$ cat config.mk
export PLATFORM = sky130hd
export DESIGN_NAME = led_boost_output_sequencer_flat
export DESIGN_NICKNAME = d
export VERILOG_FILES = /design/src/hdl/lbos_pkg.sv /design/src/hdl/lbos_in_if.sv /design/src/hdl/lbos_out_if.sv /design/src/hdl/led_boost_output_sequencer.sv /design/src/flat_wrapper.sv
export SDC_FILE = /design/constraint.sdc
export NUM_CORES = 1
export LEC_CHECK = 0
export BUFFER_PORTS_ARGS = -buffer_cell sky130_fd_sc_hd__buf_4
export CAP_MARGIN = 20
export CORE_ASPECT_RATIO = 0.7
export CORE_MARGIN = 5
export CORE_UTILIZATION = 50
export CTS_CLUSTER_SIZE = 16
export DETAILED_ROUTE_END_ITERATION = 6
export GPL_ROUTABILITY_DRIVEN = 0
export GPL_TIMING_DRIVEN = 0
export MAX_ROUTING_LAYER = met4
export PLACE_DENSITY = 0.68
export SETUP_SLACK_MARGIN = 0.1
export SLEW_MARGIN = 30
export SYNTH_ARGS = -nofsm -noshare
export SYNTH_HDL_FRONTEND = slang
export SYNTH_SLANG_ARGS = --single-unit
$ cat constraint.sdc
create_clock -name clk_i -period 8.7 [get_ports clk_i]
set_input_delay 0.435 -clock clk_i [delete_from_list [all_inputs] [get_ports clk_i]]
set_output_delay 0.435 -clock clk_i [all_outputs]
set_load 0.01 [all_outputs]
$ cat src/hdl/lbos_pkg.sv
// ---------------------------------------------------------------------------
// LED boost output sequencer package
// Shared types and constants for the sequencer and its channel interfaces.
// ---------------------------------------------------------------------------
package lbos_pkg;

  typedef enum logic [3:0] {
    ST_STANDBY    = 4'd0,
    ST_PRECHARGE  = 4'd1,
    ST_AUX        = 4'd2,
    ST_BOOST      = 4'd3,
    ST_RELEASE    = 4'd4,
    ST_SUBMIT     = 4'd5,
    ST_ENABLED    = 4'd6,
    ST_ONELM      = 4'd7,
    ST_SHUT       = 4'd8,
    ST_DECAY      = 4'd9,
    ST_ENTER_IDLE = 4'd10,
    ST_IDLE       = 4'd11,
    ST_FAILED     = 4'd12
  } state_e;

  typedef enum logic [2:0] {
    MODE_NORMAL   = 3'd0,
    MODE_ONELM    = 3'd1,
    MODE_MAX      = 3'd2,
    MODE_FLASH    = 3'd3,
    MODE_DISTRESS = 3'd4,
    MODE_ERROR    = 3'd5
  } mode_e;

  localparam int unsigned CfgIdxW = 3;
  localparam int unsigned CfgDataW = 15;

  localparam logic [CfgIdxW-1:0] CFG_PRECHARGE_START = 3'd0;
  localparam logic [CfgIdxW-1:0] CFG_ONE_LUMEN_DAC   = 3'd1;
  localparam logic [CfgIdxW-1:0] CFG_STROBE_HALT     = 3'd2;
  localparam logic [CfgIdxW-1:0] CFG_TURBO_STEP      = 3'd3;
  localparam logic [CfgIdxW-1:0] CFG_START_CLAMP     = 3'd4;
  localparam logic [CfgIdxW-1:0] CFG_SLOW_THRESH     = 3'd5;
  localparam logic [CfgIdxW-1:0] CFG_ONE_LUMEN_SEED  = 3'd6;
  localparam logic [CfgIdxW-1:0] CFG_DISCHARGE_VOLT  = 3'd7;

  localparam int unsigned PIN_DAC   = 0;
  localparam int unsigned PIN_AUX   = 1;
  localparam int unsigned PIN_BOOST = 2;
  localparam int unsigned PIN_LED   = 3;

  localparam logic [9:0] BoostUpVolt    = 10'd178;
  localparam logic [9:0] IdleVoltNormal = 10'd215;
  localparam logic [9:0] IdleVoltStrobe = 10'd235;
  localparam logic [5:0] BoostTimeout   = 6'd20;
  localparam logic [5:0] DecayTimeout   = 6'd36;
  localparam logic [15:0] StrobeStep    = 16'd2000;
  localparam logic [15:0] SosStep       = 16'd800;
  localparam logic [15:0] NormalStep    = 16'd15;
  localparam logic [11:0] MaxReleaseStep = 12'd200;
  localparam logic [2:0] HeartbeatDiv   = 3'd4;

  typedef struct packed {
    logic             req_type;
    logic signed [15:0] target_current;
    logic [14:0]      thermal_limit;
    logic [2:0]       mode_class;
    logic [9:0]       output_volt;
    logic             upload_pending;
    logic             special_mode;
    logic             input_limited;
    logic             mppt_grant;
    logic             high_power_strobe;
  } in_word_t;

  typedef struct packed {
    logic [3:0]       state_code;
    logic signed [15:0] drive_setpoint;
    logic [11:0]      precharge_value;
    logic             request_upload;
    logic [3:0]       pin_enables;
    logic             heartbeat_led;
    logic             vout_sample_only;
    logic             output_started;
    logic             ramp_done;
    logic             start_fault;
    logic             output_enabled;
    logic             power_off_busy;
  } out_word_t;

endpackage

$ cat src/hdl/lbos_in_if.sv
// ---------------------------------------------------------------------------
// LED boost sequencer input channel
// Valid/ready channel that carries one input word.
// ---------------------------------------------------------------------------
interface lbos_in_if;
  import lbos_pkg::*;
  logic     valid;
  logic     ready;
  in_word_t data;
  modport source (output valid, output data, input ready);
  modport sink (input valid, input data, output ready);
endinterface

$ cat src/hdl/lbos_out_if.sv
// ---------------------------------------------------------------------------
// LED boost sequencer output channel
// Valid/ready channel that carries one result word.
// ---------------------------------------------------------------------------
interface lbos_out_if;
  import lbos_pkg::*;
  logic      valid;
  logic      ready;
  out_word_t data;
  modport source (output valid, output data, input ready);
  modport sink (input valid, input data, output ready);
endinterface

$ cat src/hdl/led_boost_output_sequencer.sv
// ---------------------------------------------------------------------------
// LED boost output sequencer
// Start-up, run and shutdown state machine for a boost LED driver.
// ---------------------------------------------------------------------------
// Each accepted word is processed combinationally by the next-state logic and the
// result word is held in an output register, so one word per cycle is sustained while
// the sink keeps taking results; the single output register sets that figure.
module led_boost_output_sequencer (
  input  logic                          clk_i,
  input  logic                          rst_ni,
  input  logic                          cfg_we_i,
  input  logic [lbos_pkg::CfgIdxW-1:0]  cfg_idx_i,
  input  logic [lbos_pkg::CfgDataW-1:0] cfg_data_i,
  lbos_in_if.sink                       in_if,
  lbos_out_if.source                    out_if
);
  import lbos_pkg::*;

  logic [11:0] pre_start_q, one_lm_dac_q, strobe_halt_q;
  logic [9:0]  turbo_step_q, seed_q, dis_volt_q;
  logic [14:0] start_clamp_q, slow_thr_q;

  state_e state_q, state_d;
  logic [5:0] timer_q, timer_d;
  logic [2:0] hb_cnt_q, hb_cnt_d;
  logic hb_lvl_q, hb_lvl_d;
  logic signed [15:0] applied_q, applied_d, drive_q, drive_d;
  logic [11:0] pre_q, pre_d;
  logic slow_q, slow_d, rise_q, rise_d, started_q, started_d;
  logic rdone_q, rdone_d, vonly_q, vonly_d;
  logic [3:0] pin_q, pin_d;
  logic upl, fault;

  logic out_valid_q;
  out_word_t out_q;
  logic accept;
  in_word_t iw;

  logic signed [16:0] tc;
  logic signed [16:0] diff, ramp_sum;
  logic signed [16:0] rel_st;
  logic [11:0] start_dac, rel_step, one_lm_plus;
  logic [12:0] one_lm_sum;

  assign iw = in_if.data;
  assign in_if.ready = !out_valid_q || out_if.ready;
  assign accept = in_if.valid && in_if.ready;
  assign out_if.valid = out_valid_q;
  assign out_if.data = out_q;

  always_ff @(posedge clk_i or negedge rst_ni) begin
    if (!rst_ni) begin
      pre_start_q   <= 12'd2294;
      one_lm_dac_q  <= 12'd2214;
      strobe_halt_q <= 12'd1894;
      turbo_step_q  <= 10'd180;
      start_clamp_q <= 15'd1000;
      slow_thr_q    <= 15'd3333;
      seed_q        <= 10'd30;
      dis_volt_q    <= 10'd196;
    end else if (cfg_we_i) begin
      case (cfg_idx_i)
        CFG_PRECHARGE_START: pre_start_q   <= cfg_data_i[11:0];
        CFG_ONE_LUMEN_DAC:   one_lm_dac_q  <= cfg_data_i[11:0];
        CFG_STROBE_HALT:     strobe_halt_q <= cfg_data_i[11:0];
        CFG_TURBO_STEP:      turbo_step_q  <= cfg_data_i[9:0];
        CFG_START_CLAMP:     start_clamp_q <= cfg_data_i[14:0];
        CFG_SLOW_THRESH:     slow_thr_q    <= cfg_data_i[14:0];
        CFG_ONE_LUMEN_SEED:  seed_q        <= cfg_data_i[9:0];
        CFG_DISCHARGE_VOLT:  dis_volt_q    <= cfg_data_i[9:0];
        default: ;
      endcase
    end
  end

  assign start_dac = (one_lm_dac_q > pre_start_q) ? one_lm_dac_q : pre_start_q;
  assign one_lm_sum = {1'b0, one_lm_dac_q} + 13'd20;
  assign one_lm_plus = one_lm_sum[12] ? 12'hFFF : one_lm_sum[11:0];

  always_comb begin
    tc = 17'(iw.target_current);
    if (iw.target_current > 16'sd0 && $signed({2'b00, iw.thermal_limit}) < tc) begin
      tc = $signed({2'b00, iw.thermal_limit});
    end
  end

  assign diff = tc - 17'(applied_q);
  assign rel_st = 17'sd1 + (tc >>> 3) + ((tc < 0 && tc[2:0] != 3'd0) ? 17'sd1 : 17'sd0);
  assign rel_step = (rel_st < 0) ? 12'd0 :
                    (rel_st > 17'sd200) ? MaxReleaseStep : rel_st[11:0];

  always_comb begin
    state_d = state_q; timer_d = timer_q; hb_cnt_d = hb_cnt_q; hb_lvl_d = hb_lvl_q;
    applied_d = applied_q; drive_d = drive_q; pre_d = pre_q; slow_d = slow_q;
    rise_d = rise_q; started_d = started_q; rdone_d = rdone_q; vonly_d = vonly_q;
    pin_d = pin_q; upl = 1'b0; fault = 1'b0; ramp_sum = '0;
    if (iw.req_type) begin
      if (iw.mode_class == MODE_ONELM) begin
        hb_lvl_d = 1'b0;
      end else if (state_q == ST_SUBMIT || state_q == ST_ENABLED || state_q == ST_ONELM) begin
        hb_lvl_d = 1'b1;
      end else if (iw.mode_class != MODE_ERROR && hb_cnt_q < HeartbeatDiv) begin
        hb_cnt_d = hb_cnt_q + 3'd1;
      end else begin
        hb_lvl_d = !hb_lvl_q;
        hb_cnt_d = '0;
      end
      if (timer_q != '0) timer_d = timer_q - 6'd1;
    end else begin
      if (iw.mppt_grant) rise_d = 1'b1;
      if (tc == 0 && (state_q == ST_ONELM || state_q == ST_RELEASE || state_q == ST_SUBMIT ||
                      state_q == ST_ENABLED || state_q == ST_IDLE)) begin
        state_d = ST_SHUT;
        vonly_d = 1'b1;
      end
      case (state_d)
        ST_FAILED: begin
          pin_d = '0;
          hb_lvl_d = 1'b0; hb_cnt_d = '0;
          applied_d = '0; rdone_d = 1'b0; slow_d = 1'b0;
          state_d = ST_STANDBY;
        end
        ST_STANDBY: begin
          pin_d = '0;
          rdone_d = 1'b0; started_d = 1'b0; vonly_d = 1'b0; rise_d = 1'b0;
          if (pre_q != '0 || drive_q > 0) begin
            pre_d = '0; drive_d = '0; upl = 1'b1;
          end
          if (tc > 0) state_d = ST_PRECHARGE;
        end
        ST_PRECHARGE: begin
          pin_d[PIN_DAC] = 1'b1;
          if (iw.mode_class == MODE_ONELM) applied_d = 16'($unsigned(seed_q));
          else if (tc > $signed({2'b00, start_clamp_q})) applied_d = 16'(start_clamp_q);
          else applied_d = tc[15:0];
          drive_d = applied_d;
          pre_d = start_dac;
          upl = 1'b1;
          state_d = ST_AUX;
        end
        ST_AUX: begin
          if (!iw.upload_pending) begin
            pin_d[PIN_AUX] = 1'b1;
            timer_d = BoostTimeout;
            state_d = ST_BOOST;
          end
        end
        ST_BOOST: begin
          pin_d[PIN_BOOST] = 1'b1;
          if (timer_q == '0) begin
            fault = 1'b1; state_d = ST_FAILED;
          end
          if (iw.output_volt >= BoostUpVolt) begin
            state_d = (iw.mode_class == MODE_ONELM) ? ST_ONELM : ST_RELEASE;
          end
        end
        ST_RELEASE: begin
          pin_d[PIN_LED] = 1'b1;
          if (!iw.upload_pending) begin
            if (pre_q == '0) state_d = ST_ENABLED;
            else if (pre_q < rel_step) pre_d = '0;
            else pre_d = pre_q - rel_step;
            upl = 1'b1;
          end
        end
        ST_SUBMIT: begin
          if (!iw.upload_pending) begin
            if (diff > $signed({2'b00, slow_thr_q})) slow_d = 1'b1;
            if (!iw.special_mode && slow_d) begin
              ramp_sum = 17'(applied_q);
              case (iw.mode_class)
                MODE_MAX: begin
                  if (rise_d && !iw.input_limited) begin
                    ramp_sum = 17'(applied_q) + 17'($unsigned(turbo_step_q));
                    rise_d = 1'b0;
                  end
                end
                MODE_FLASH:    ramp_sum = 17'(applied_q) + 17'(StrobeStep);
                MODE_DISTRESS: ramp_sum = 17'(applied_q) + 17'(SosStep);
                default:       ramp_sum = 17'(applied_q) + 17'(NormalStep);
              endcase
              if (ramp_sum >= tc) begin
                slow_d = 1'b0; applied_d = tc[15:0];
              end else begin
                applied_d = ramp_sum[15:0];
              end
            end else begin
              applied_d = tc[15:0];
            end
            upl = 1'b1;
            drive_d = applied_d;
            if (tc == 17'(applied_d)) begin
              rdone_d = 1'b1; state_d = ST_ENABLED;
            end
          end
        end
        ST_ONELM: begin
          if (tc > 2) state_d = ST_RELEASE;
          if (pre_q > one_lm_dac_q && !iw.upload_pending) begin
            pre_d = pre_q - 12'd1; upl = 1'b1;
          end
          pin_d[PIN_LED] = 1'b1;
        end
        ST_ENABLED: begin
          started_d = 1'b1;
          if (tc == 2) begin
            state_d = ST_ONELM;
            pre_d = one_lm_plus;
            drive_d = 16'($unsigned(seed_q));
          end
          if (tc == -1) state_d = ST_ENTER_IDLE;
          if (diff != 0) state_d = ST_SUBMIT;
        end
        ST_SHUT: begin
          pin_d[PIN_BOOST] = 1'b0;
          pin_d[PIN_LED] = 1'b1;
          pin_d[PIN_DAC] = 1'b0;
          if (pre_q != '0 || drive_q > 0) begin
            pre_d = '0; drive_d = '0; upl = 1'b1;
          end
          timer_d = DecayTimeout;
          state_d = ST_DECAY;
        end
        ST_DECAY: begin
          if (!(iw.output_volt > dis_volt_q && timer_q != '0)) begin
            vonly_d = 1'b0;
            pin_d = '0;
            if (pre_q != '0 || drive_q > 0) begin
              pre_d = '0; drive_d = '0; upl = 1'b1;
            end
            timer_d = '0;
            state_d = ST_STANDBY;
          end
        end
        ST_ENTER_IDLE: begin
          pre_d = iw.high_power_strobe ? strobe_halt_q : start_dac;
          upl = 1'b1;
          vonly_d = 1'b1;
          if (iw.output_volt <= (iw.high_power_strobe ? IdleVoltStrobe : IdleVoltNormal)) begin
            pin_d[PIN_LED] = 1'b0;
            state_d = ST_IDLE;
            vonly_d = 1'b0;
          end
        end
        ST_IDLE: begin
          if (tc > 0) begin
            pin_d[PIN_LED] = 1'b1;
            pre_d = '0;
            upl = 1'b1;
            state_d = ST_SUBMIT;
          end
        end
        default: state_d = ST_FAILED;
      endcase
    end
  end

  always_ff @(posedge clk_i or negedge rst_ni) begin
    if (!rst_ni) begin
      state_q <= ST_STANDBY; timer_q <= '0; hb_cnt_q <= '0; hb_lvl_q <= 1'b0;
      applied_q <= '0; drive_q <= '0; pre_q <= '0; slow_q <= 1'b0; rise_q <= 1'b0;
      started_q <= 1'b0; rdone_q <= 1'b0; vonly_q <= 1'b0; pin_q <= '0;
      out_valid_q <= 1'b0;
    end else begin
      if (accept) begin
        state_q <= state_d; timer_q <= timer_d; hb_cnt_q <= hb_cnt_d; hb_lvl_q <= hb_lvl_d;
        applied_q <= applied_d; drive_q <= drive_d; pre_q <= pre_d; slow_q <= slow_d;
        rise_q <= rise_d; started_q <= started_d; rdone_q <= rdone_d; vonly_q <= vonly_d;
        pin_q <= pin_d;
        out_valid_q <= 1'b1;
      end else if (out_if.ready) begin
        out_valid_q <= 1'b0;
      end
    end
  end

  always_ff @(posedge clk_i) begin
    if (accept) begin
      out_q.state_code <= state_d;
      out_q.drive_setpoint <= drive_d;
      out_q.precharge_value <= pre_d;
      out_q.request_upload <= upl;
      out_q.pin_enables <= pin_d;
      out_q.heartbeat_led <= hb_lvl_d;
      out_q.vout_sample_only <= vonly_d;
      out_q.output_started <= started_d;
      out_q.ramp_done <= rdone_d;
      out_q.start_fault <= fault;
      out_q.output_enabled <= (state_d == ST_SUBMIT || state_d == ST_ENABLED ||
                               state_d == ST_ONELM);
      out_q.power_off_busy <= (state_d == ST_SHUT || state_d == ST_DECAY);
    end
  end

  a_fault_to_failed: assert property (@(posedge clk_i) disable iff (!rst_ni)
    accept && fault |-> state_d == ST_FAILED || state_d == ST_ONELM || state_d == ST_RELEASE)
    else $error("start fault without leaving boost state");
  a_tick_no_upload: assert property (@(posedge clk_i) disable iff (!rst_ni)
    accept && iw.req_type |=> !out_q.request_upload && !out_q.start_fault)
    else $error("tick word reported upload or fault");
  a_out_after_accept: assert property (@(posedge clk_i) disable iff (!rst_ni)
    accept |=> out_valid_q)
    else $error("accepted word produced no result");
endmodule
$ cat src/flat_wrapper.sv
// flat-port wrapper written by rule: the top's interface ports become plain ports
module led_boost_output_sequencer_flat import lbos_pkg::*;
  (clk_i, rst_ni, cfg_we_i, cfg_idx_i, cfg_data_i, in_if_valid, in_if_data, in_if_ready, out_if_valid, out_if_data, out_if_ready);
  lbos_in_if in_if_i ();
  lbos_out_if out_if_i ();
  input  logic clk_i;
  input  logic rst_ni;
  input  logic cfg_we_i;
  input  logic [lbos_pkg::CfgIdxW-1:0] cfg_idx_i;
  input  logic [lbos_pkg::CfgDataW-1:0] cfg_data_i;
  input wire logic [$bits(in_if_i.valid)-1:0] in_if_valid;
  input wire logic [$bits(in_if_i.data)-1:0] in_if_data;
  output wire logic [$bits(in_if_i.ready)-1:0] in_if_ready;
  output wire logic [$bits(out_if_i.valid)-1:0] out_if_valid;
  output wire logic [$bits(out_if_i.data)-1:0] out_if_data;
  input wire logic [$bits(out_if_i.ready)-1:0] out_if_ready;
  assign in_if_i.valid = in_if_valid;
  assign in_if_i.data = in_if_data;
  assign in_if_ready = in_if_i.ready;
  assign out_if_valid = out_if_i.valid;
  assign out_if_data = out_if_i.data;
  assign out_if_i.ready = out_if_ready;
  led_boost_output_sequencer u_core (.clk_i(clk_i), .rst_ni(rst_ni), .cfg_we_i(cfg_we_i), .cfg_idx_i(cfg_idx_i), .cfg_data_i(cfg_data_i), .in_if(in_if_i), .out_if(out_if_i));
endmodule
# [Word level (Yosys, flattened, before mapping)]
# Index checks and enable logic that the tools add are counted.
[totals] register_bits=208
[classes] order_cmp=18 n_mux=118 n_addsub=12 n_eq_ne=43 n_reduce_logical=59 bitwise=2
[ops] cell="two-way mux 16 bit" count=13
[ops] cell="two-way mux 12 bit" count=14
[ops] cell="two-way mux 17 bit" count=6
[ops] cell="case mux 12 bit (8 select lines)" count=1
[ops] cell="two-way mux 4 bit" count=20
[ops] cell="case mux 16 bit (5 select lines)" count=1
[ops] cell="case mux 4 bit (13 select lines)" count=1
[ops] cell="case mux 17 bit (3 select lines)" count=1
[ops] cell="case mux 16 bit (3 select lines)" count=1
[ops] cell="equality test 4 x 3 -> 1 bit, second input constant" count=11
[ops] cell="two-way mux 1 bit" count=38
[ops] cell="> comparator 17 x 16 -> 1 bit" count=2
[ops] cell="< comparator 17 x 1 -> 1 bit, second input constant" count=2
[ops] cell="equality test 4 bit, second input constant" count=8
[ops] cell="> comparator 16 x 1 -> 1 bit, second input constant" count=2
[ops] cell="logical NOT 32 bit" count=1
[ops] cell="nonzero test 32 bit" count=1
[ops] cell="two-way mux 6 bit" count=5
[ops] cell="> comparator 12 bit" count=2
[ops] cell="case mux 6 bit (3 select lines)" count=1
[ops] cell="AND reduction 2 bit" count=9
[ops] cell="adder 16 x 11 -> 17 bit" count=1
[ops] cell="adder 16 x 11 -> 17 bit, second input constant" count=1
[ops] cell="adder 16 x 12 -> 17 bit, second input constant" count=1
[ops] cell="53 further kinds" count=109

# [Depth between registers and ports, before layout]
# Gate-level depths: netlist of run 1.
[depth] word_depth=30 ltp_mapped=34 mapped_depth_nobuf=33

# [Least setup slack after synthesis of run 1]
# OpenSTA, ideal clock, no wires.
[synth_path] kind="input to register" start="in in_if_data[35]" end="reg u_core.out_q (netlist bit u_core.out_if.data[14]), data pin" path_stages=32 required_ps=8426 path_buffers=1 setup_ps=274 arrival_time_ps=6437 setup_slack_ps=1989 cell_sequence="inv_1 ha_1 a211o_1 a31oi_1 o21ai_2 a21o_4 buf_6 o21ai_0 nand2_1 inv_1 ha_1 inv_1 ha_1 inv_1 nand2_1 or3_1 a211o_1 a21oi_2 o311ai_4 or2_2 fa_1 a21o_1 a21oi_1 nor2b_1 o21a_1 o41ai_1 o21a_1 o21ai_1 a22oi_1 nor2_1 a2111oi_0 o21ai_0"
[synth_between] elab_chain_len=16 elab_cells_between_ends=39
[synth_lines] element="from (decl)" line="flat_wrapper.sv:12" text="input wire logic [$bits(in_if_i.data)-1:0] in_if_data;"
[synth_lines] element="> comparator 16 x 1 -> 1 bit or < comparator 16 bit (tied branches)" line="led_boost_output_sequencer.sv:82" text="if (iw.target_current > 16'sd0 && $signed({2'b00, iw.thermal_limit}) < tc) begin"
[synth_lines] element="logical AND 1 bit" line="led_boost_output_sequencer.sv:82"
[synth_lines] element="two-way mux 17 bit *" line="led_boost_output_sequencer.sv:82"
[synth_lines] element="< comparator 17 x 1 -> 1 bit or nonzero test 3 bit (tied branches)" line="led_boost_output_sequencer.sv:88" text="assign rel_st = 17'sd1 + (tc >>> 3) + ((tc < 0 && tc[2:0] != 3'd0) ? 17'sd1 : 17'sd0);"
[synth_lines] element="logical AND 1 bit" line="led_boost_output_sequencer.sv:88"
[synth_lines] element="two-way mux 1 bit" line="led_boost_output_sequencer.sv:88"
[synth_lines] element="adder 15 x 2 -> 16 bit" line="led_boost_output_sequencer.sv:88"
[synth_lines] element="> comparator 17 x 9 -> 1 bit" line="led_boost_output_sequencer.sv:90" text="(rel_st > 17'sd200) ? MaxReleaseStep : rel_st[11:0];"
[synth_lines] element="two-way mux 12 bit" line="led_boost_output_sequencer.sv:90"
[synth_lines] element="two-way mux 12 bit" line="led_boost_output_sequencer.sv:89" text="assign rel_step = (rel_st < 0) ? 12'd0 :"
[synth_lines] element="subtractor 12 bit or < comparator 12 bit (tied branches)" line="led_boost_output_sequencer.sv:162, led_boost_output_sequencer.sv:161"
[synth_lines] element="two-way mux 12 bit" line="led_boost_output_sequencer.sv:161" text="else if (pre_q < rel_step) pre_d = '0;"
[synth_lines] element="two-way mux 12 bit" line="led_boost_output_sequencer.sv:160" text="if (pre_q == '0) state_d = ST_ENABLED;"
[synth_lines] element="two-way mux 12 bit" line="led_boost_output_sequencer.sv:159" text="if (!iw.upload_pending) begin"
[synth_lines] element="case mux 12 bit (8 select lines) *" line="led_boost_output_sequencer.sv:116" text="case (state_d)"
[synth_lines] element="two-way mux 12 bit *" line="led_boost_output_sequencer.sv:97" text="if (iw.req_type) begin"
[synth_lines] element="net u_core.pre_d[2]" line="led_boost_output_sequencer.sv:28" text="logic [11:0] pre_q, pre_d;"
[synth_lines] element="to (decl)" line="led_boost_output_sequencer.sv:35" text="out_word_t out_q;"
# Mark *: on every way through the listed nets, which the timed path passes. The rest lies on a longest branch. The select of a mux whose other input is x is not followed.
# A chain may end at the register's enable or synchronous reset.

# [Worst setup path in the final report of run 1]
[layout_path] start="in in_if_data[35]" end="reg u_core.out_q (netlist bit u_core.out_if.data[22]), data pin"
# Same word-level chain as after synthesis.

==> results of run 1 <==
what timing repair did:
item	CTS	global route
hold buffers	1	0
endpoints found under the hold margin	44	0
setup endpoints to repair	0	0
stage by stage:
step	util	worst slack, ns	cells
after floorplan	-	1.99	2100
after global placement	0.551	0.414	2687
after detailed placement	0.554	0.398	2690
after CTS	0.577	0.895	2733
after global routing	0.577	0.189	2733
final	0.577	0.537	2733
power breakdown:
part,total (mW),internal (mW),switching [mW]
sequential,1.60,1.32,0.280
combinational,3.38,1.29,2.10
clock,1.03,0.593,0.439
total,6.02,3.20,2.82
worst max-delay path by stage:
stage,endpoint,startpoint
after detailed placement,u_core.out_if.data[14],in_if_data[35]
final,u_core.out_if.data[22],in_if_data[35]
after global placement,u_core.out_if.data[14],in_if_data[35]
after floorplan,u_core.out_if.data[14],in_if_data[35]
after CTS,u_core.out_if.data[22],in_if_data[35]
after global routing,u_core.out_if.data[14],in_if_data[35]
layer usage:
metal | track usage | wire [um] | up-vias
met5 | - | 0 | -
met4 | 0.0776 | 2080 | 0
met3 | 0.109 | 9690 | 175
met1 | 0.463 | 27700 | 8583
met2 | 0.444 | 25700 | 1335
li1 | - | - | 8036
state kept, by name (all words and copies together), names as in the netlist, 3 cells and up:
register and cells:
u_core.applied_q 16, u_core.dis_volt_q 10, u_core.drive_q 16, u_core.hb_cnt_q 3
u_core.one_lm_dac_q 12, u_core.out_if.data 44, u_core.pin_q 4, u_core.pre_q 12
u_core.pre_start_q 12, u_core.seed_q 10, u_core.slow_thr_q 15, u_core.start_clamp_q 15
u_core.state_q 4, u_core.strobe_halt_q 12, u_core.timer_q 6, u_core.turbo_step_q 10
synthesized netlist by cell type, types with 35 or more instances:
cell type  number
a21o_1         50
nand3_1        52
xnor2_1        47
a22o_1         39
mux2i_1        35
inv_1         138
a21oi_1       137
dfstp_2        41
mux2_2         66
edfxtp_1       44
dfrtp_1       123
nand4_1        45
o21ai_0       176
nor3_1         51
nand2_1       228
ha_1          148
nor2_1        149
clkbuf_1       66
final cells by class:
| type | instances | area (um^2) |
|---|---|---|
| Multi-Input combinational cell | 1660 | 11300 |
| Timing Repair Buffer | 119 | 956 |
| Fill cell | 3212 | 14700 |
| Clock inverter | 13 | 135 |
| Tap cell | 472 | 591 |
| Inverter | 143 | 537 |
| Buffer | 89 | 410 |
| Clock buffer | 29 | 649 |
| Sequential cell | 208 | 5480 |
critical path: cells and delay by family:
family | cells | cell delay [ns]
buf+inv | 6 | 0.85
simple gates | 6 | 1.62
compound gates | 17 | 4.06
fa+ha+maj | 5 | 1.41
cell families (layout without fill, tap and decap cells):
logic type | after synthesis | count (layout) | synth area share
xor gates and xnor gates | 59 | 59 | 0.0292
buffers and inverters | 232 | 393 | 0.0533
muxes | 102 | 102 | 0.0626
adders and majority gates | 151 | 151 | 0.108
and+or+nand+nor | 678 | 678 | 0.184
other | 1 | 4 | 0.000212
AOI/OAI and AO/OA | 666 | 666 | 0.253
DFF | 208 | 208 | 0.310
==> impl_metrics.csv, run 1 <==
group,metric,value,unit
timing,hold_ws,0.0989,ns
worst_setup_path,crit_slowest_cell,"nor4_1",
cts,cts_root_buffer,"clkbuf_16",
die,start_util,0.508,
worst_setup_path,crit_path_start_kind,"primary input",
worst_setup_path,crit_path_max_fanout,10,
grt,grt_pass1_wl,99100,um
cts,clock-sinks,208,
min_path,min-delay-start,"in_if_valid",
finish,final_common_cell,"nand2_1",
cts,cts.clk_slew.worst_paths,0.06,ns
synth,ys_ff_latch,208,
timing,tns,0,ns
grt,first_global_vias,16800,
detailed_routing,drt_iter0_markers,2613,
cts,clk_latency,0.55,ns
die,fp.dieH,167,um
timing,finalHoldViolations,0,
flow_run,drv_cap,0,
placement,hpwl,50100,um
min_path,hp-class,"primary input to flop",
min_path,whs_path_depth,2,
finish,antenna_cells,0,
timing,worstMarginPinSlew,1.08,ns
cts,clock_path_buffers,3,
power_and_ir_drop,vdd_ir_drop_max,0.191,mV
run_status,status,"finished with violations",
die,rows,57,
cts,htreeDepth,1,
timing,fmax,0.122,GHz
worst_setup_path,end_kind,"flop",
die,fp.dieArea,39300,um^2
timing,fin_crit_sh,0.938,
synth,netlist_area,17700,um^2
synth,synth-main-ff-cell,"dfrtp_1",
synth,yosysTopAreaCellShare,0.174,
grt,grt_overflow,0,
synth,seq_area_frac_synth,0.310,
placement,portBuffers,115,
cts,cts_tree,"yes",
finish,area_growth_syn_to_layout,13.4,%
finish,final_nets,2468,
timing,setup_viol,0,
grt,grt_max_degree,71,
finish,fin_area,20100,um^2
synth,synthArstFlopShare,0.788,
placement,placedInstanceArea,19300,um^2
finish,drive_above_1_share,0.150,
timing,min_period,8.16,ns
synth,ys_types,101,
synth,synthTopCellsByArea,"dfrtp_1 17%, ha_1 10%, edfxtp_1 7.5%",
detailed_routing,wl_per_cell,23.9,um
detailed_routing,drc,2,
die,dieWidth,235,um
cts,cts_setup_buffers,0,
timing,rsz0062_at_grt,"false",
run_status,violations,"design-rule violations",
min_path,min_to,"u_core.out_if.valid",
timing,relSlewSlack,0.275,
worst_setup_path,cp.required,8.95,ns
worst_setup_path,crit_arrival,8.42,ns
die,core_area,34800,um^2
worst_setup_path,ff2ff_setup_slack,2.56,ns
finish,layout_common_cells,"228 x nand2_1, 176 x o21ai_0, 149 x nor2_1, 148 x ha_1, 138 x inv_1",
detailed_routing,drt-vias-per-instance,6.63,
power_and_ir_drop,p_leak,8.73,nW
detailed_routing,postRouteAntennaNets,0,
power_and_ir_drop,fin_total_pwr,6.02,mW
cts,numCtsBuffers,23,
power_and_ir_drop,power_density,300,nW/um^2
worst_setup_path,rr_worst_depth,19,
grt,grt_antenna_before_repair,0,
die,io_pins,119,
worst_setup_path,criticalPathCategory,"primary input to flop",
worst_setup_path,regToRegEndpoint,"u_core.out_if.data[32]",
synth,syn_inst,2097,
synth,avgSynthCellArea,8.44,um^2
detailed_routing,drt-pass1-iter-count,7,
timing,final_max_slew_viol_count,0,
timing,clock_skew,0.0230,ns
detailed_routing,vias,18100,
synth,synth_top_cell_by_area,"dfrtp_1",
synth,yosysWarnings,0,
worst_setup_path,cpPeakStageDelay,0.58,ns
detailed_routing,wl,65200,um
synth,synth_edf_count,44,
worst_setup_path,timing.rr.start,"u_core.applied_q[6]",
grt,track_usage,0.324,
cts,post_cts_resized,0,
Note: power is estimated with default switching activity, not from simulation.
==> run 2: changes to the inputs <==
CORE_UTILIZATION = 45   (was 50)
PLACE_DENSITY = not set   (was 0.68)
==> impl_metrics.csv, run 2 (same netlist as run 1, synthesis figures left out) <==
group,metric,value,unit
run_status,status,"finished clean",
detailed_routing,drc,0,
worst_setup_path,cp.depth,34,
power_and_ir_drop,fin_total_pwr,6.05,mW
finish,area_growth_syn_to_layout,14.1,%
finish,nFillCells,3646,
min_path,whs_path_depth,2,
worst_setup_path,crit_path_max_fanout,10,
timing,fin_crit_sh,0.963,
grt,first_global_vias,16700,
timing,final_max_slew_viol_count,0,
min_path,hp-class,"primary input to flop",
worst_setup_path,criticalPathCategory,"primary input to flop",
worst_setup_path,critical_path.top_delay_family,"compound AO/OA/AOI/OAI gates",
flow_run,drv_cap,0,
worst_setup_path,ff2ff_setup_slack,2.40,ns
worst_setup_path,crit_arrival,8.64,ns
power_and_ir_drop,power_density,300,nW/um^2
cts,clock-sinks,208,
detailed_routing,drt-pass1-iter-count,6,
placement,hpwl,51700,um
cts,clock_path_buffers,3,
timing,fmax,0.119,GHz
power_and_ir_drop,power_frac_comb,0.561,
power_and_ir_drop,p_sw,2.84,mW
grt,grt_antenna_before_repair,0,
cts,cts_setup_buffers,0,
finish,final_common_cell,"nand2_1",
cts,numCtsBuffers,24,
cts,htreeDepth,1,
worst_setup_path,critPathBufInv,6,
timing,setup_viol,0,
power_and_ir_drop,internal_power,3.20,mW
die,rows,60,
worst_setup_path,crit_path_start_kind,"primary input",
finish,layout_common_cells,"228 x nand2_1, 176 x o21ai_0, 149 x nor2_1, 148 x ha_1, 138 x inv_1",
grt,grt_max_degree,64,
finish,drive_above_1_share,0.153,
die,fp.dieH,176,um
cts,clk_latency,0.55,ns
timing,min_period,8.38,ns
detailed_routing,vias,17900,
detailed_routing,drt-vias-per-instance,6.40,
cts,cts_root_buffer,"clkbuf_16",
worst_setup_path,cpPeakStageDelay,0.59,ns
timing,tns,0,ns
timing,worstMarginPinSlew,1.00,ns
placement,portBuffers,115,
power_and_ir_drop,p_leak,8.75,nW
die,start_util,0.458,
worst_setup_path,crit_slowest_cell,"a2111oi_1",
die,core_area,38700,um^2
power_and_ir_drop,clkPwrFrac,0.176,
grt,track_usage,0.304,
detailed_routing,postRouteAntennaNets,0,
worst_setup_path,cp.required,8.96,ns
timing,rsz0062_at_grt,"false",
timing,finalHoldViolations,0,
timing,clock_skew,0.0107,ns
power_and_ir_drop,seqPwrFrac,0.264,
worst_setup_path,rr_worst_depth,20,
grt,grt_overflow,0,
finish,stdcell_count,2793,
detailed_routing,drt_iter0_markers,2266,
finish,final_nets,2471,
die,dieWidth,247,um
detailed_routing,wl_per_cell,23.8,um
timing,relSlewSlack,0.318,
grt,grt_pass1_wl,99700,um
die,fp.dieArea,43500,um^2
placement,dp_cells,2747,
power_and_ir_drop,vdd_ir_drop_max,0.169,mV
worst_setup_path,end_kind,"flop",
die,io_pins,119,
power_and_ir_drop,switching_share,0.470,
detailed_routing,wl,66400,um
cts,cts.clk_slew.worst_paths,0.07,ns
finish,largest_register_ffs,44,
cts,cts_tree,"yes",
-- run 2: through the flow --
step	worst slack, ns	utilization	hold WS, ns	cell area [um^2]
floorplan	1.99	-	0.139	17700
global placement	0.100	0.497	0.455	19200
detailed placement	0.0967	0.501	0.384	19400
CTS	0.615	0.522	0.0685	20200
global route	0.178	0.522	0.0829	20200
finish	0.322	0.522	0.0821	20200
-- run 2: routing by layer --
metal,part of all wire,global-route usage,vias up,routed length [um]
li1,-,-,8077,-
met1,0.44,0.439,8485,29300
met2,0.39,0.403,1128,25800
met3,0.14,0.106,176,9010
met4,0.035,0.0764,0,2310
met5,0,-,-,0
-- run 2: area by class of cell --
class	count	area, um^2	share of cell area
Antenna cell	1	2.50	0.000124
Buffer	89	410	0.0203
Clock buffer	28	646	0.0320
Sequential cell	208	5480	0.271
Timing Repair Buffer	121	966	0.0478
Inverter	143	537	0.0266
Multi-Input combinational cell	1660	11300	0.561
Clock inverter	16	175	0.00868
Tap cell	527	659	0.0327
-- run 2: worst reg2reg max path, cell delays in order, from the launching register on --
cell      delay, ns
dfrtp_1        0.39
clkbuf_1       0.35
inv_1          0.24
ha_1           0.39
o21a_1         0.14
o21ai_0        0.14
o21ba_2        0.20
o311ai_0       0.76
inv_1          0.12
ha_1           0.32
a21o_1         0.18
a21o_1         0.17
a21oi_1        0.17
o221ai_1       0.15
a22oi_1        0.31
a31oi_1        0.33
o211ai_2       0.44
buf_2          0.33
o21ai_0        0.21
o211ai_1       0.61
a22o_1         0.23
-- run 2: power groups by stage --
| stage | clock network [mW] | logic (mW) | registers [mW] |
|---|---|---|---|
| 4_1_cts | 1.09 | 3.28 | 1.58 |
| 5_1_grt | 1.12 | 3.69 | 1.62 |
| 2_1_floorplan | 0 | 2.29 | 1.52 |
| 6_report | 1.06 | 3.39 | 1.59 |
| 3_5_place_dp | 0 | 3.25 | 1.60 |
| 3_3_place_gp | 0 | 3.17 | 1.59 |
-- run 2: repair_timing --
item | 4_1_cts | 5_1_grt
endpoints found under the hold margin | 47 | 0
resized for setup | 0 | 1
endpoints found under the setup margin | 0 | 1
hold buffers | 1 | 0
-- run 2: final timing paths --
| check | start | end |
|---|---|---|
| max | in_if_data[35] | u_core.out_if.data[14] |
| min | in_if_valid | u_core.out_if.valid |
| max reg2reg | u_core.applied_q[6] | u_core.out_if.data[33] |
| min reg2reg | u_core.started_q | u_core.started_q |
| max in group asynchronous | rst_ni | u_core.dis_volt_q[2] |
| min in group asynchronous | rst_ni | u_core.applied_q[11] |
==> run 3: changes to the inputs <==
BUFFER_PORTS_ARGS = not set   (was -buffer_cell sky130_fd_sc_hd__buf_4)
DONT_BUFFER_PORTS = 1   (was not set)
==> impl_metrics.csv, run 3 (same netlist as run 1, synthesis figures left out) <==
group,metric,value,unit
run_status,status,"finished with violations",
run_status,violations,"design-rule violations",
worst_setup_path,startpoint,"in_if_data[40]",
timing,setup_viol,0,
worst_setup_path,critical_path.top_delay_family,"compound AO/OA/AOI/OAI gates",
die,start_util,0.458,
die,fp.dieArea,43500,um^2
worst_setup_path,critPathBufInv,5,
finish,final_nets,2367,
finish,stdcell_count,2687,
worst_setup_path,cp.required,8.93,ns
cts,cts_setup_buffers,0,
power_and_ir_drop,power_density,304,nW/um^2
worst_setup_path,ff2ff_setup_slack,2.33,ns
timing,final_max_slew_viol_count,0,
grt,grt_overflow,0,
timing,tns,0,ns
finish,fin_area,19400,um^2
worst_setup_path,rr_worst_depth,19,
finish,largest_register_ffs,44,
power_and_ir_drop,p_leak,8.21,nW
placement,hpwl,50700,um
die,rows,60,
detailed_routing,wl_per_cell,24.5,um
die,core_area,38700,um^2
detailed_routing,drt_iter0_markers,2320,
detailed_routing,postRouteAntennaNets,0,
power_and_ir_drop,clkPwrFrac,0.170,
timing,rsz0062_at_grt,"false",
detailed_routing,wl,65800,um
min_path,hp-class,"primary input to flop",
worst_setup_path,crit_path_end,"u_core.out_if.data[14]",
cts,cts_tree,"yes",
power_and_ir_drop,seqPwrFrac,0.277,
worst_setup_path,crit_arrival,8.24,ns
die,io_pins,119,
worst_setup_path,cpPeakStageDelay,0.59,ns
worst_setup_path,cp.depth,33,
finish,drive_above_1_share,0.104,
worst_setup_path,regToRegEndpoint,"u_core.out_if.data[33]",
timing,finalHoldViolations,0,
worst_setup_path,criticalPathCategory,"primary input to flop",
cts,cts.clk_slew.worst_paths,0.07,ns
placement,portBuffers,0,
detailed_routing,drt-pass1-iter-count,7,
die,fp.dieH,176,um
detailed_routing,drc,19,
timing,fmax,0.125,GHz
worst_setup_path,crit_path_start_kind,"primary input",
timing,worstMarginPinSlew,0.988,ns
worst_setup_path,end_kind,"flop",
cts,post_cts_resized,0,
finish,final_common_cell,"nand2_1",
worst_setup_path,crit_path_max_fanout,10,
worst_setup_path,crit_slowest_cell,"a2111oi_0",
timing,fin_crit_sh,0.921,
finish,antenna_cells,0,
power_and_ir_drop,internal_power,3.12,mW
cts,clk_latency,0.55,ns
finish,layout_common_cells,"228 x nand2_1, 176 x o21ai_0, 149 x nor2_1, 148 x ha_1, 138 x inv_1",
finish,fin_util,0.501,
power_and_ir_drop,p_sw,2.76,mW
power_and_ir_drop,fin_total_pwr,5.88,mW
cts,clock-sinks,208,
detailed_routing,drt-vias-per-instance,6.49,
cts,clock_path_buffers,3,
placement,placedInstanceArea,18400,um^2
grt,track_usage,0.301,
grt,first_global_vias,16100,
power_and_ir_drop,vdd_ir_drop_max,0.193,mV
grt,grt_max_degree,165,
detailed_routing,vias,17400,
power_and_ir_drop,switching_share,0.470,
timing,clock_skew,0.0336,ns
placement,dp_cells,2629,
die,dieWidth,247,um
timing,min_period,8.01,ns
timing,relSlewSlack,0.335,
power_and_ir_drop,power_frac_comb,0.553,
worst_setup_path,timing.rr.start,"u_core.applied_q[6]",
grt,grt_antenna_before_repair,0,
cts,htreeDepth,1,
finish,area_growth_syn_to_layout,9.48,%
cts,numCtsBuffers,23,
flow_run,drv_cap,0,
grt,grt_pass1_wl,99100,um
cts,cts_root_buffer,"clkbuf_16",
## run 3: cell count changes in the layout (fill, tap and decap cells not counted), moves of 2 or more
cell / previous run / this run
dlygate4sd3_1: 1 / 14
clkbuf_1: 66 / 70
clkinv_4: 5 / 0
clkbuf_8: 3 / 1
clkinvlp_4: 3 / 1
buf_4: 117 / 3
clkinv_2: 3 / 7
## run 3: stage by stage
stage          hold WS, ns  setup WS [ns]
2_1_floorplan        0.139           1.99
3_3_place_gp         0.148          0.495
3_5_place_dp         0.147          0.433
4_1_cts           0.000730          0.950
5_1_grt            0.00933          0.228
6_report            0.0205          0.688
## run 3: routing by layer
layer / wire [um] / global-route usage / vias up
met5: 0 / - / -
met4: 1800 / 0.0616 / 0
met3: 9080 / 0.0932 / 158
met2: 25800 / 0.406 / 1165
met1: 29100 / 0.443 / 8278
li1: - / - / 7835
## run 3: power groups by stage
stage / combinational (mW) / sequential [mW] / clock (mW)
after floorplan: 2.29 / 1.52 / 0
after global placement: 3.02 / 1.63 / 0
after detailed placement: 3.09 / 1.63 / 0
after CTS: 3.14 / 1.62 / 1.01
after global routing: 3.55 / 1.65 / 1.05
final: 3.25 / 1.63 / 0.997
## run 3: layout make-up
| type | instances | area, um^2 |
|---|---|---|
| sequential | 208 | 5480 |
| inverter | 143 | 537 |
| buffer | 89 | 410 |
| tap | 527 | 659 |
| multi-input combinational | 1660 | 11300 |
| timing repair buffer | 18 | 220 |
| fill | 3690 | 19300 |
| clock inverter | 12 | 120 |
| clock buffer | 30 | 633 |
## run 3: worst min path at each step
stage,startpoint,end,slack (ns),depth (start not counted)
2_1_floorplan,rst_ni,u_core.applied_q[0],0.14,0
3_3_place_gp,rst_ni,u_core.applied_q[10],0.15,0
3_5_place_dp,rst_ni,u_core.applied_q[11],0.15,0
4_1_cts,cfg_data_i[14],u_core.start_clamp_q[14],0.0007,2
5_1_grt,cfg_data_i[14],u_core.start_clamp_q[14],0.009,2
6_report,cfg_data_i[9],u_core.pre_start_q[9],0.02,2
## run 3: worst register-to-register path: cells and delay by family, from the launching register on
family / cells / cell delay (ns)
adder cells (fa/ha/maj): 2 / 0.64
flip-flops: 1 / 0.38
AO/OA/AOI/OAI: 12 / 3.83
AND/OR/NAND/NOR: 1 / 0.33
buffers and inverters: 4 / 1.06
## run 3: what timing repair did
item	in CTS	in global routing
endpoints found under the hold margin	191	0
hold buffers	15	0
setup endpoints to repair	0	0
